==> src/rtl/jnls_pkg.sv <==
// package for the json number literal scanner: types, codes and constants
`timescale 1ns / 1ps
package jnls_pkg;

    localparam int ACCUM_BITS_DEFAULT = 64;
    localparam int EXP_BITS = 31;
    localparam int FCNT_BITS = 8;

    localparam logic [7:0] CH_MINUS = 8'h2D;
    localparam logic [7:0] CH_POINT = 8'h2E;
    localparam logic [7:0] CH_E_UP = 8'h45;
    localparam logic [7:0] CH_E_LO = 8'h65;
    localparam logic [7:0] CH_X_UP = 8'h58;
    localparam logic [7:0] CH_X_LO = 8'h78;
    localparam logic [7:0] CH_PLUS = 8'h2B;
    localparam logic [7:0] CH_ZERO = 8'h30;
    localparam logic [7:0] CH_A_UP = 8'h41;
    localparam logic [7:0] CH_A_LO = 8'h61;

    typedef enum logic [2:0] {
        ST_OK = 3'd0,
        ST_BAD_INT = 3'd1,
        ST_LEAD_ZERO = 3'd2,
        ST_BAD_FRAC = 3'd3,
        ST_BAD_EXP = 3'd4,
        ST_BAD_HEX = 3'd5,
        ST_BAD_OCT = 3'd6
    } t_status;

    typedef enum logic [1:0] {
        RK_DEC = 2'd0,
        RK_OCT = 2'd1,
        RK_HEX = 2'd2
    } t_radix;

    typedef enum logic [3:0] {
        PH_IDLE, PH_SIGN, PH_INT, PH_OCT, PH_HEX0, PH_HEX,
        PH_POINT, PH_FRAC, PH_EMARK, PH_ESIGN, PH_EXP
    } t_phase;

    localparam logic [1:0] CFG_OCTAL = 2'd0;
    localparam logic [1:0] CFG_HEX = 2'd1;
    localparam logic [1:0] CFG_TPOINT = 2'd2;

    // classified character, produced by the front end
    typedef struct packed {
        logic       start;
        logic       at_end;
        logic       is_dig;
        logic       is_hex;
        logic [3:0] val;
        logic       is_minus;
        logic       is_plus;
        logic       is_point;
        logic       is_e;
        logic       is_x;
    } t_cls;

endpackage

==> src/rtl/jnls_front.sv <==
// front end: accepts characters, classifies them and queues them
`timescale 1ns / 1ps
module jnls_front (
    input  logic           i_clk,
    input  logic           i_rst_n,
    input  logic           i_valid,
    output logic           o_stall,
    input  logic [7:0]     i_ch,
    input  logic           i_start_req,
    input  logic           i_at_end,
    output logic           o_valid,
    input  logic           i_pop,
    output jnls_pkg::t_cls o_cls
);
    jnls_pkg::t_cls w_cls;
    jnls_pkg::t_cls r_q [2];
    logic           r_wp, r_rp;
    logic [1:0]     r_cnt;
    logic           w_push;

    always_comb begin
        w_cls = '0;
        w_cls.start = i_start_req;
        w_cls.at_end = i_at_end;
        if (i_ch >= jnls_pkg::CH_ZERO && i_ch <= 8'h39) begin
            w_cls.is_dig = 1'b1;
            w_cls.is_hex = 1'b1;
            w_cls.val = 4'(i_ch - jnls_pkg::CH_ZERO);
        end else if (i_ch >= jnls_pkg::CH_A_UP && i_ch <= 8'h46) begin
            w_cls.is_hex = 1'b1;
            w_cls.val = 4'(i_ch - jnls_pkg::CH_A_UP + 8'd10);
        end else if (i_ch >= jnls_pkg::CH_A_LO && i_ch <= 8'h66) begin
            w_cls.is_hex = 1'b1;
            w_cls.val = 4'(i_ch - jnls_pkg::CH_A_LO + 8'd10);
        end
        w_cls.is_minus = i_ch == jnls_pkg::CH_MINUS;
        w_cls.is_plus = i_ch == jnls_pkg::CH_PLUS;
        w_cls.is_point = i_ch == jnls_pkg::CH_POINT;
        w_cls.is_e = i_ch == jnls_pkg::CH_E_UP || i_ch == jnls_pkg::CH_E_LO;
        w_cls.is_x = i_ch == jnls_pkg::CH_X_UP || i_ch == jnls_pkg::CH_X_LO;
        if (i_at_end) begin
            w_cls.is_dig = 1'b0;
            w_cls.is_hex = 1'b0;
        end
    end

    assign o_stall = r_cnt == 2'd2;
    assign w_push = i_valid && !o_stall;
    assign o_valid = r_cnt != 2'd0;
    assign o_cls = r_q[r_rp];

    always_ff @(posedge i_clk) begin
        if (w_push) begin
            r_q[r_wp] <= w_cls;
        end
        if (!i_rst_n) begin
            r_wp <= 1'b0;
            r_rp <= 1'b0;
            r_cnt <= 2'd0;
        end else begin
            if (w_push) begin
                r_wp <= !r_wp;
            end
            if (i_pop) begin
                r_rp <= !r_rp;
            end
            r_cnt <= r_cnt + 2'(w_push) - 2'(i_pop);
        end
    end
endmodule

==> src/rtl/jnls_back.sv <==
// back end: number scanning state machine and result register
`timescale 1ns / 1ps
module jnls_back #(
    parameter int ACCUM_BITS = jnls_pkg::ACCUM_BITS_DEFAULT
) (
    input  logic                  i_clk,
    input  logic                  i_rst_n,
    input  logic                  i_octal_enable,
    input  logic                  i_hex_enable,
    input  logic                  i_trailing_point_enable,
    input  logic                  i_valid,
    output logic                  o_pop,
    input  jnls_pkg::t_cls        i_cls,
    output logic                  o_valid,
    input  logic                  i_stall,
    output logic [2:0]            o_status,
    output logic                  o_char_used,
    output logic                  o_negative,
    output logic [1:0]            o_radix_kind,
    output logic [ACCUM_BITS-1:0] o_int_part,
    output logic                  o_has_fraction,
    output logic [ACCUM_BITS-1:0] o_frac_part,
    output logic [7:0]            o_frac_digits,
    output logic                  o_has_exponent,
    output logic                  o_exp_negative,
    output logic [30:0]           o_exponent
);
    localparam logic [30:0] EXP_MAX = '1;

    jnls_pkg::t_phase      r_ph, n_ph;
    logic                  r_sign, n_sign;
    logic [1:0]            r_idc, n_idc;
    logic [ACCUM_BITS-1:0] r_int, n_int, r_frac, n_frac;
    logic [7:0]            r_fc, n_fc;
    logic                  r_es, n_es, r_ff, n_ff, r_ef, n_ef;
    logic [30:0]           r_exp, n_exp;
    logic                  w_emit;
    jnls_pkg::t_status     w_st;
    logic                  w_free;
    logic [34:0]           w_e10;
    logic [1:0]            w_idc;
    logic [3:0]            d;

    assign w_free = !o_valid || !i_stall;
    assign o_pop = i_valid && w_free;
    assign d = i_cls.val;
    assign w_e10 = {4'd0, r_exp} * 35'd10 + 35'(d);
    assign w_idc = (r_idc < 2'd3) ? r_idc + 2'd1 : r_idc;

    always_comb begin
        n_ph = r_ph; n_sign = r_sign; n_idc = r_idc; n_int = r_int;
        n_frac = r_frac; n_fc = r_fc; n_es = r_es; n_ff = r_ff;
        n_ef = r_ef; n_exp = r_exp;
        w_emit = 1'b0;
        w_st = jnls_pkg::ST_OK;
        if (i_cls.start) begin
            n_sign = 1'b0; n_idc = '0; n_int = '0; n_frac = '0; n_fc = '0;
            n_es = 1'b0; n_ff = 1'b0; n_ef = 1'b0; n_exp = '0;
            n_ph = jnls_pkg::PH_IDLE;
            if (i_cls.at_end || !(i_cls.is_minus || i_cls.is_dig)) begin
                w_emit = 1'b1; w_st = jnls_pkg::ST_BAD_INT;
            end else if (i_cls.is_minus) begin
                n_sign = 1'b1; n_ph = jnls_pkg::PH_SIGN;
            end else begin
                n_idc = 2'd1; n_int = ACCUM_BITS'(d); n_ph = jnls_pkg::PH_INT;
            end
        end else begin
            unique case (r_ph)
                jnls_pkg::PH_IDLE: ;
                jnls_pkg::PH_SIGN, jnls_pkg::PH_INT: begin
                    if (i_cls.is_dig) begin
                        n_idc = w_idc;
                        if (w_idc == 2'd2 && r_int == '0) begin
                            if (!i_octal_enable) begin
                                w_emit = 1'b1; w_st = jnls_pkg::ST_LEAD_ZERO;
                            end else if (d > 4'd7) begin
                                w_emit = 1'b1; w_st = jnls_pkg::ST_BAD_OCT;
                            end else begin
                                n_int = ACCUM_BITS'(d); n_ph = jnls_pkg::PH_OCT;
                            end
                        end else begin
                            n_int = {r_int[ACCUM_BITS-4:0], 3'b000}
                                  + {r_int[ACCUM_BITS-2:0], 1'b0} + ACCUM_BITS'(d);
                            n_ph = jnls_pkg::PH_INT;
                        end
                    end else if (r_ph == jnls_pkg::PH_SIGN) begin
                        w_emit = 1'b1; w_st = jnls_pkg::ST_BAD_INT;
                    end else if (i_cls.at_end) begin
                        w_emit = 1'b1;
                    end else if (i_cls.is_point) begin
                        n_ph = jnls_pkg::PH_POINT;
                    end else if (r_idc == 2'd1 && r_int == '0 && i_hex_enable
                                 && i_cls.is_x) begin
                        n_ph = jnls_pkg::PH_HEX0;
                    end else if (i_cls.is_e) begin
                        n_ph = jnls_pkg::PH_EMARK;
                    end else begin
                        w_emit = 1'b1;
                    end
                end
                jnls_pkg::PH_OCT: begin
                    if (!i_cls.is_dig) begin
                        w_emit = 1'b1;
                    end else if (d > 4'd7) begin
                        w_emit = 1'b1; w_st = jnls_pkg::ST_BAD_OCT;
                    end else begin
                        n_int = {r_int[ACCUM_BITS-4:0], 3'b000} | ACCUM_BITS'(d);
                    end
                end
                jnls_pkg::PH_HEX0, jnls_pkg::PH_HEX: begin
                    if (!i_cls.is_hex) begin
                        w_emit = 1'b1;
                        w_st = (r_ph == jnls_pkg::PH_HEX) ? jnls_pkg::ST_OK
                                                          : jnls_pkg::ST_BAD_HEX;
                    end else begin
                        n_int = {r_int[ACCUM_BITS-5:0], d};
                        n_ph = jnls_pkg::PH_HEX;
                    end
                end
                jnls_pkg::PH_POINT, jnls_pkg::PH_FRAC: begin
                    if (r_ph == jnls_pkg::PH_POINT && !i_cls.is_dig) begin
                        w_emit = 1'b1;
                        w_st = i_trailing_point_enable ? jnls_pkg::ST_OK
                                                       : jnls_pkg::ST_BAD_FRAC;
                    end else if (i_cls.is_dig) begin
                        n_ff = 1'b1;
                        n_frac = {r_frac[ACCUM_BITS-4:0], 3'b000}
                               + {r_frac[ACCUM_BITS-2:0], 1'b0} + ACCUM_BITS'(d);
                        if (r_fc != 8'hFF) begin
                            n_fc = r_fc + 8'd1;
                        end
                        n_ph = jnls_pkg::PH_FRAC;
                    end else if (!i_cls.at_end && i_cls.is_e) begin
                        n_ph = jnls_pkg::PH_EMARK;
                    end else begin
                        w_emit = 1'b1;
                    end
                end
                jnls_pkg::PH_EMARK, jnls_pkg::PH_ESIGN, jnls_pkg::PH_EXP: begin
                    if (r_ph == jnls_pkg::PH_EMARK && !i_cls.at_end
                        && (i_cls.is_plus || i_cls.is_minus)) begin
                        n_es = i_cls.is_minus;
                        n_ph = jnls_pkg::PH_ESIGN;
                    end else if (!i_cls.is_dig) begin
                        w_emit = 1'b1;
                        w_st = (r_ph == jnls_pkg::PH_EXP) ? jnls_pkg::ST_OK
                                                          : jnls_pkg::ST_BAD_EXP;
                    end else begin
                        n_ef = 1'b1;
                        n_exp = (w_e10 > 35'(EXP_MAX)) ? EXP_MAX : w_e10[30:0];
                        n_ph = jnls_pkg::PH_EXP;
                    end
                end
                default: ;
            endcase
        end
    end

    always_ff @(posedge i_clk) begin
        if (o_pop && w_emit) begin
            o_status <= w_st;
            o_char_used <= 1'b0;
            if (w_st == jnls_pkg::ST_OK) begin
                o_negative <= r_sign;
                o_radix_kind <= (r_ph == jnls_pkg::PH_OCT) ? jnls_pkg::RK_OCT :
                                (r_ph == jnls_pkg::PH_HEX) ? jnls_pkg::RK_HEX :
                                jnls_pkg::RK_DEC;
                o_int_part <= r_int;
                o_has_fraction <= r_ff;
                o_frac_part <= r_frac;
                o_frac_digits <= r_fc;
                o_has_exponent <= r_ef;
                o_exp_negative <= r_es;
                o_exponent <= r_exp;
            end else begin
                o_negative <= 1'b0;
                o_radix_kind <= jnls_pkg::RK_DEC;
                o_int_part <= '0;
                o_has_fraction <= 1'b0;
                o_frac_part <= '0;
                o_frac_digits <= '0;
                o_has_exponent <= 1'b0;
                o_exp_negative <= 1'b0;
                o_exponent <= '0;
            end
        end
        if (!i_rst_n) begin
            o_valid <= 1'b0;
            r_ph <= jnls_pkg::PH_IDLE;
            r_sign <= 1'b0; r_idc <= '0; r_int <= '0; r_frac <= '0; r_fc <= '0;
            r_es <= 1'b0; r_ff <= 1'b0; r_ef <= 1'b0; r_exp <= '0;
        end else begin
            if (w_free) begin
                o_valid <= o_pop && w_emit;
            end
            if (o_pop) begin
                if (w_emit) begin
                    r_ph <= jnls_pkg::PH_IDLE;
                    r_sign <= 1'b0; r_idc <= '0; r_int <= '0; r_frac <= '0;
                    r_fc <= '0; r_es <= 1'b0; r_ff <= 1'b0; r_ef <= 1'b0;
                    r_exp <= '0;
                end else begin
                    r_ph <= n_ph; r_sign <= n_sign; r_idc <= n_idc;
                    r_int <= n_int; r_frac <= n_frac; r_fc <= n_fc;
                    r_es <= n_es; r_ff <= n_ff; r_ef <= n_ef; r_exp <= n_exp;
                end
            end
        end
    end
endmodule

==> src/rtl/json_number_literal_scanner.sv <==
// top level of the json number literal scanner
// usage:
//   input channel: one character per transaction (i_ch, i_start_req,
//   i_at_end) with i_valid / o_stall; start_req opens a new literal
//   output channel: at most one result transaction per input, carrying
//   status and the literal parts, with o_valid / i_stall
//   configuration: i_cfg_we, i_cfg_index, i_cfg_data write the octal,
//   hex and trailing point enables; write only while the block is idle
// latency: a result is presented one cycle after the terminating character
// is accepted (the queue entry is scanned and the result registered at the
// next edge)
// throughput: one character per cycle, set by the single cycle update of
// the scan state machine and its 64 bit multiply-by-ten accumulators
// reset: clears the queue, the scan state and the enables; no literal open
// stall: a held result keeps the scanner waiting while the two entry queue
// fills; after that o_stall goes high until the result is taken
`timescale 1ns / 1ps
module json_number_literal_scanner #(
    parameter int ACCUM_BITS = jnls_pkg::ACCUM_BITS_DEFAULT
) (
    input  logic                  i_clk,
    input  logic                  i_rst_n,
    input  logic                  i_cfg_we,
    input  logic [1:0]            i_cfg_index,
    input  logic                  i_cfg_data,
    input  logic                  i_valid,
    output logic                  o_stall,
    input  logic [7:0]            i_ch,
    input  logic                  i_start_req,
    input  logic                  i_at_end,
    output logic                  o_valid,
    input  logic                  i_stall,
    output logic [2:0]            o_status,
    output logic                  o_char_used,
    output logic                  o_negative,
    output logic [1:0]            o_radix_kind,
    output logic [ACCUM_BITS-1:0] o_int_part,
    output logic                  o_has_fraction,
    output logic [ACCUM_BITS-1:0] o_frac_part,
    output logic [7:0]            o_frac_digits,
    output logic                  o_has_exponent,
    output logic                  o_exp_negative,
    output logic [30:0]           o_exponent
);
    logic           r_oct, r_hex, r_tp;
    logic           w_qv, w_pop;
    jnls_pkg::t_cls w_cls;

    always_ff @(posedge i_clk) begin
        if (!i_rst_n) begin
            r_oct <= 1'b0;
            r_hex <= 1'b0;
            r_tp <= 1'b0;
        end else if (i_cfg_we) begin
            case (i_cfg_index)
                jnls_pkg::CFG_OCTAL:  r_oct <= i_cfg_data;
                jnls_pkg::CFG_HEX:    r_hex <= i_cfg_data;
                jnls_pkg::CFG_TPOINT: r_tp <= i_cfg_data;
                default: ;
            endcase
        end
    end

    jnls_front u_front (
        .i_clk(i_clk), .i_rst_n(i_rst_n), .i_valid(i_valid), .o_stall(o_stall),
        .i_ch(i_ch), .i_start_req(i_start_req), .i_at_end(i_at_end),
        .o_valid(w_qv), .i_pop(w_pop), .o_cls(w_cls)
    );

    jnls_back #(.ACCUM_BITS(ACCUM_BITS)) u_back (
        .i_clk(i_clk), .i_rst_n(i_rst_n), .i_octal_enable(r_oct),
        .i_hex_enable(r_hex), .i_trailing_point_enable(r_tp),
        .i_valid(w_qv), .o_pop(w_pop), .i_cls(w_cls),
        .o_valid(o_valid), .i_stall(i_stall), .o_status(o_status),
        .o_char_used(o_char_used), .o_negative(o_negative),
        .o_radix_kind(o_radix_kind), .o_int_part(o_int_part),
        .o_has_fraction(o_has_fraction), .o_frac_part(o_frac_part),
        .o_frac_digits(o_frac_digits), .o_has_exponent(o_has_exponent),
        .o_exp_negative(o_exp_negative), .o_exponent(o_exponent)
    );
endmodule

==> config.mk <==
export PLATFORM = sky130hd
export DESIGN_NAME = json_number_literal_scanner
export DESIGN_NICKNAME = d
export VERILOG_FILES = /design/src/rtl/jnls_pkg.sv /design/src/rtl/jnls_front.sv /design/src/rtl/jnls_back.sv /design/src/rtl/json_number_literal_scanner.sv
export SDC_FILE = /design/constraint.sdc
export NUM_CORES = 1
export LEC_CHECK = 0
export BUFFER_PORTS_ARGS = -buffer_cell sky130_fd_sc_hd__clkbuf_2
export CAP_MARGIN = 20
export CORE_MARGIN = 1.5
export CORE_UTILIZATION = 49
export CTS_CLUSTER_DIAMETER = 80
export DETAILED_ROUTE_END_ITERATION = 12
export PLACE_DENSITY = 0.67
export SLEW_MARGIN = 20
export SYNTH_ARGS = -nofsm -noshare
export SYNTH_HDL_FRONTEND = slang
export SYNTH_SLANG_ARGS = --single-unit
export TNS_END_PERCENT = 1
==> constraint.sdc <==
create_clock -name i_clk -period 7.1 [get_ports i_clk]
set_clock_uncertainty 0.05 [all_clocks]
set_input_delay 0.355 -clock i_clk [delete_from_list [all_inputs] [get_ports i_clk]]
set_output_delay 0.355 -clock i_clk [all_outputs]
set_load 0.05 [all_outputs]
==> flow_metrics.py <==
metrics = {
    "timing": {
        "drv_slew": 0,
        "setup_tns_ns": 0,
        "worstMarginPinSlew_ns": 1.013,
        "max_slew_margin_pct": 32.44,
        "setup_viol": 0,
        "post-route-min-period_ns": 5.860,
        "rsz0062_at_grt": "false",
        "clock.fmax_ghz": 0.1706,
        "hold_viol": 0,
        "post-route-period-util_pct": 82.54,
    },
    "die": {
        "die_h_um": 237.8,
        "io_pins": 197,
        "dieWidth_um": 237.8,
        "core_um2": 54130,
        "dieArea_um2": 56560,
        "row_count": 85,
        "start_util_pct": 49.91,
    },
    "yosys": {
        "async_flop_share_pct": 0,
        "synth_cell_types": 103,
        "synth_seq_cells": 388,
        "synthCells": 2898,
        "syn_avg_cell_area_um2": 9.323,
        "syn_nets": 3236,
        "yosysWarningCount": 0,
        "synth_edf_count": 202,
        "seq_area_frac_synth_pct": 36.23,
        "synth_area_um2": 27020,
        "synth_ff_type": "edfxtp_1",
    },
    "final_layout": {
        "area_growth_pct": 11.22,
        "post-route-util_pct": 55.51,
        "fin_area_um2": 30050,
        "fillers": 4926,
        "diodes": 0,
        "drive_gt1_share_pct": 11.93,
        "finalNetCount": 3354,
    },
    "global_routing": {
        "grt_pass1_wl_mm": 116.2,
        "grt_pass1_vias": 21930,
        "grt_use_total_pct": 25.16,
        "grt_max_degree": 125,
        "grt_remaining_overflow": 0,
        "antenna_found_initial": 0,
    },
    "setup_path": {
        "critPathLaunchType": "register",
        "critPathArrivalTime_ns": 6.31,
        "timing_worst_setup_path_type": "reg -> reg",
        "crit_required_ns": 7.55,
        "critPathCaptureType": "register",
        "cp_max_fo": 18,
    },
    "hold_path": {
        "hp-start": "i_cfg_data",
        "hp-class": "in -> reg",
    },
    "route": {
        "met2_length_mm": 31.88,
        "wire_per_inst_um": 19.09,
        "ant_nets": 0,
        "met1Wirelength_mm": 33.17,
        "drt_pass1_iterations": 9,
        "wl_met3_mm": 4.558,
        "top_layer": "met4",
        "num_vias": 22610,
        "drt_iter0_drc": 1901,
        "wl_mm": 71.55,
        "route.detailed.drc": 0,
        "viasPerCell": 6.033,
    },
    "clocking": {
        "cts_made_buffers": 44,
        "htreeDepth": 2,
        "clk_transition_reported_paths_ns": 0.06,
        "cts_sinks": 388,
        "clockBufferDepth": 3,
        "clock_latency_ns": 0.59,
        "cts_root_buf": "clkbuf_16",
        "tritoncts": "done",
    },
    "pwr": {
        "seqPwrFrac_pct": 37.0,
        "internal-power_w": 0.004776,
        "peakVddDrop_mv": 0.2106,
        "pwr-share-clk_pct": 30.4,
        "p_switching_w": 0.003152,
        "power_density_nw_per_um2": 263.8,
        "power_frac_comb_pct": 32.6,
        "leakage_nw": 13.01,
        "p_sw_share_pct": 39.75,
    },
    "job": {
        "cap_viol_max_count": 0,
    },
    "placed_design": {
        "dp_hpwl_mm": 51.85,
        "placedInstanceArea_um2": 28500,
        "place_congestion": 0.9309,
        "io_buffers": 195,
    },
    "outcome": {
        "outcome": "finished, final reports clean",
    },
}
[cell usage in the layout, fill, tap and decap left out, types with 31 or more instances in the layout]
master / instances
ha_1: 314
nand2_1: 222
a21oi_1: 215
and2_1: 214
edfxtp_1: 202
clkbuf_2: 194
o21ai_0: 190
dfxtp_1: 186
nor2_1: 136
xnor2_1: 107
nor2b_1: 88
a21o_1: 81
inv_1: 67
xor2_1: 63
nand3_1: 59
a22oi_1: 58
nor3_1: 46
clkbuf_16: 46
a222oi_1: 42
nand4_1: 39
nor4_1: 31
[critical path, cell delays in order, from the launching register on]
cell and delay, ns:
dfxtp_1 0.30, buf_4 0.25, mux2_2 0.43, inv_1 0.21, fa_1 0.50, fa_1 0.48, nor2b_1 0.12, o21ai_0 0.11
a21oi_1 0.23, o21ai_0 0.19, o211ai_1 0.44, a31oi_1 0.21, o41ai_1 0.79, o221ai_1 0.39, o21ai_0 0.49, a2111oi_0 0.23
xor2_1 0.18, o21ai_0 0.17
[stage by stage]
step           hold slack (ns)  cells  setup slack, ns  total power, W
6_report               0.05449   3748            1.240        0.007928
2_1_floorplan           0.3708   2898            1.327        0.004886
3_5_place_dp            0.4050   3664            1.336        0.005550
3_3_place_gp            0.3895   3664            1.517        0.005511
5_1_grt                0.04223   3748           0.8927        0.008303
4_1_cts                0.01998   3748            1.337        0.007987
[cell type report]
| type | instances | area (um^2) | share of cell area [%] |
|---|---|---|---|
| clock inverter | 26 | 320.3 | 1.066 |
| timing repair buffer | 217 | 1161 | 3.864 |
| tap | 696 | 870.8 | 2.898 |
| inverter | 68 | 262.8 | 0.8744 |
| multi-input combinational | 2297 | 16450 | 54.73 |
| sequential | 388 | 9789 | 32.58 |
| clock buffer | 56 | 1199 | 3.989 |
[flip-flops by register name (all words and copies together), names as in the netlist, 2 cells and up, named ones only]
| signal | count |
|---|---|
| u_back.o_exponent | 31 |
| u_back.o_frac_digits | 8 |
| u_back.o_frac_part | 64 |
| u_back.o_int_part | 64 |
| u_back.o_radix_kind | 2 |
| u_back.o_status | 3 |
| u_back.r_exp | 31 |
| u_back.r_fc | 8 |
| u_back.r_frac | 64 |
| u_back.r_idc | 2 |
| u_back.r_int | 64 |
| u_back.r_ph | 4 |
| u_front.r_cnt | 2 |
| u_front.r_q | 26 |
[power by group through the flow]
| stage | combinational [W] | clock, W | sequential [W] |
|---|---|---|---|
| 2_1_floorplan | 0.00118 | 0 | 0.00371 |
| 3_3_place_gp | 0.00254 | 0 | 0.00297 |
| 3_5_place_dp | 0.00257 | 0 | 0.00298 |
| 4_1_cts | 0.00258 | 0.00247 | 0.00293 |
| 5_1_grt | 0.00279 | 0.00255 | 0.00296 |
| 6_report | 0.00259 | 0.00241 | 0.00293 |
[kinds of logic (layout without fill, tap and decap cells)]
logic type                 Yosys count  count (layout)  synth area share, %
muxes                               28              28                1.130
other                                1               1              0.01388
AOI/OAI and AO/OA                  842             842                20.74
DFF                                388             388                36.23
adders and majority gates          320             320                14.99
and+or+nand+nor                    935             935                18.22
xor gates and xnor gates           171             171                5.571
buffers and inverters              213             367                3.107
[path summary, 6_finish.rpt]
| path | endpoint | slack (ns) | cells past startpoint |
|---|---|---|---|
| min | r_tp$_SDFFE_PN0P_ | 0.05 | 3 |
| max reg2reg | u_back.r_frac[62]$_SDFFE_PN0P_ | 1.24 | 17 |
| min reg2reg | u_back.r_frac[63]$_SDFFE_PN0P_ | 0.42 | 2 |
| max | u_back.r_frac[62]$_SDFFE_PN0P_ | 1.24 | 17 |
[cell usage after synthesis, types with 10 or more instances]
library cell	instances	area [um^2]
a211oi_1	25	187.7
a21o_1	81	608.1
a21oi_1	215	1076
a222oi_1	42	420.4
a22oi_1	58	435.4
a31oi_1	29	181.4
and2_1	215	1345
and3_1	23	143.9
clkbuf_1	128	480.5
dfxtp_1	186	3724
edfxtp_1	202	6066
ha_1	314	3929
inv_1	68	255.2
mux2_2	10	112.6
mux2i_1	17	170.2
nand2_1	223	837.1
nand2b_1	12	75.07
nand3_1	59	295.3
nand4_1	39	244.0
nor2_1	137	514.2
nor2b_1	89	556.8
nor3_1	48	240.2
nor4_1	31	193.9
o21a_1	23	172.7
o21ai_0	190	950.9
o21bai_1	21	157.7
o31ai_1	15	112.6
or2_2	11	68.82
xnor2_1	107	937.2
xor2_1	63	551.8
[layer usage]
metal  up-vias  track usage (%)
li1      11020                -
met1     10760            35.38
met3       122            4.014
met5         -                0
met2       713            39.70
met4         0            7.682
[what timing repair did]
item,CTS,global route
endpoints found under the hold margin,4,0
gates resized for setup,0,0
hold buffers,2,0
buffers inserted,0,0
Power figures use the tool's default switching activity.
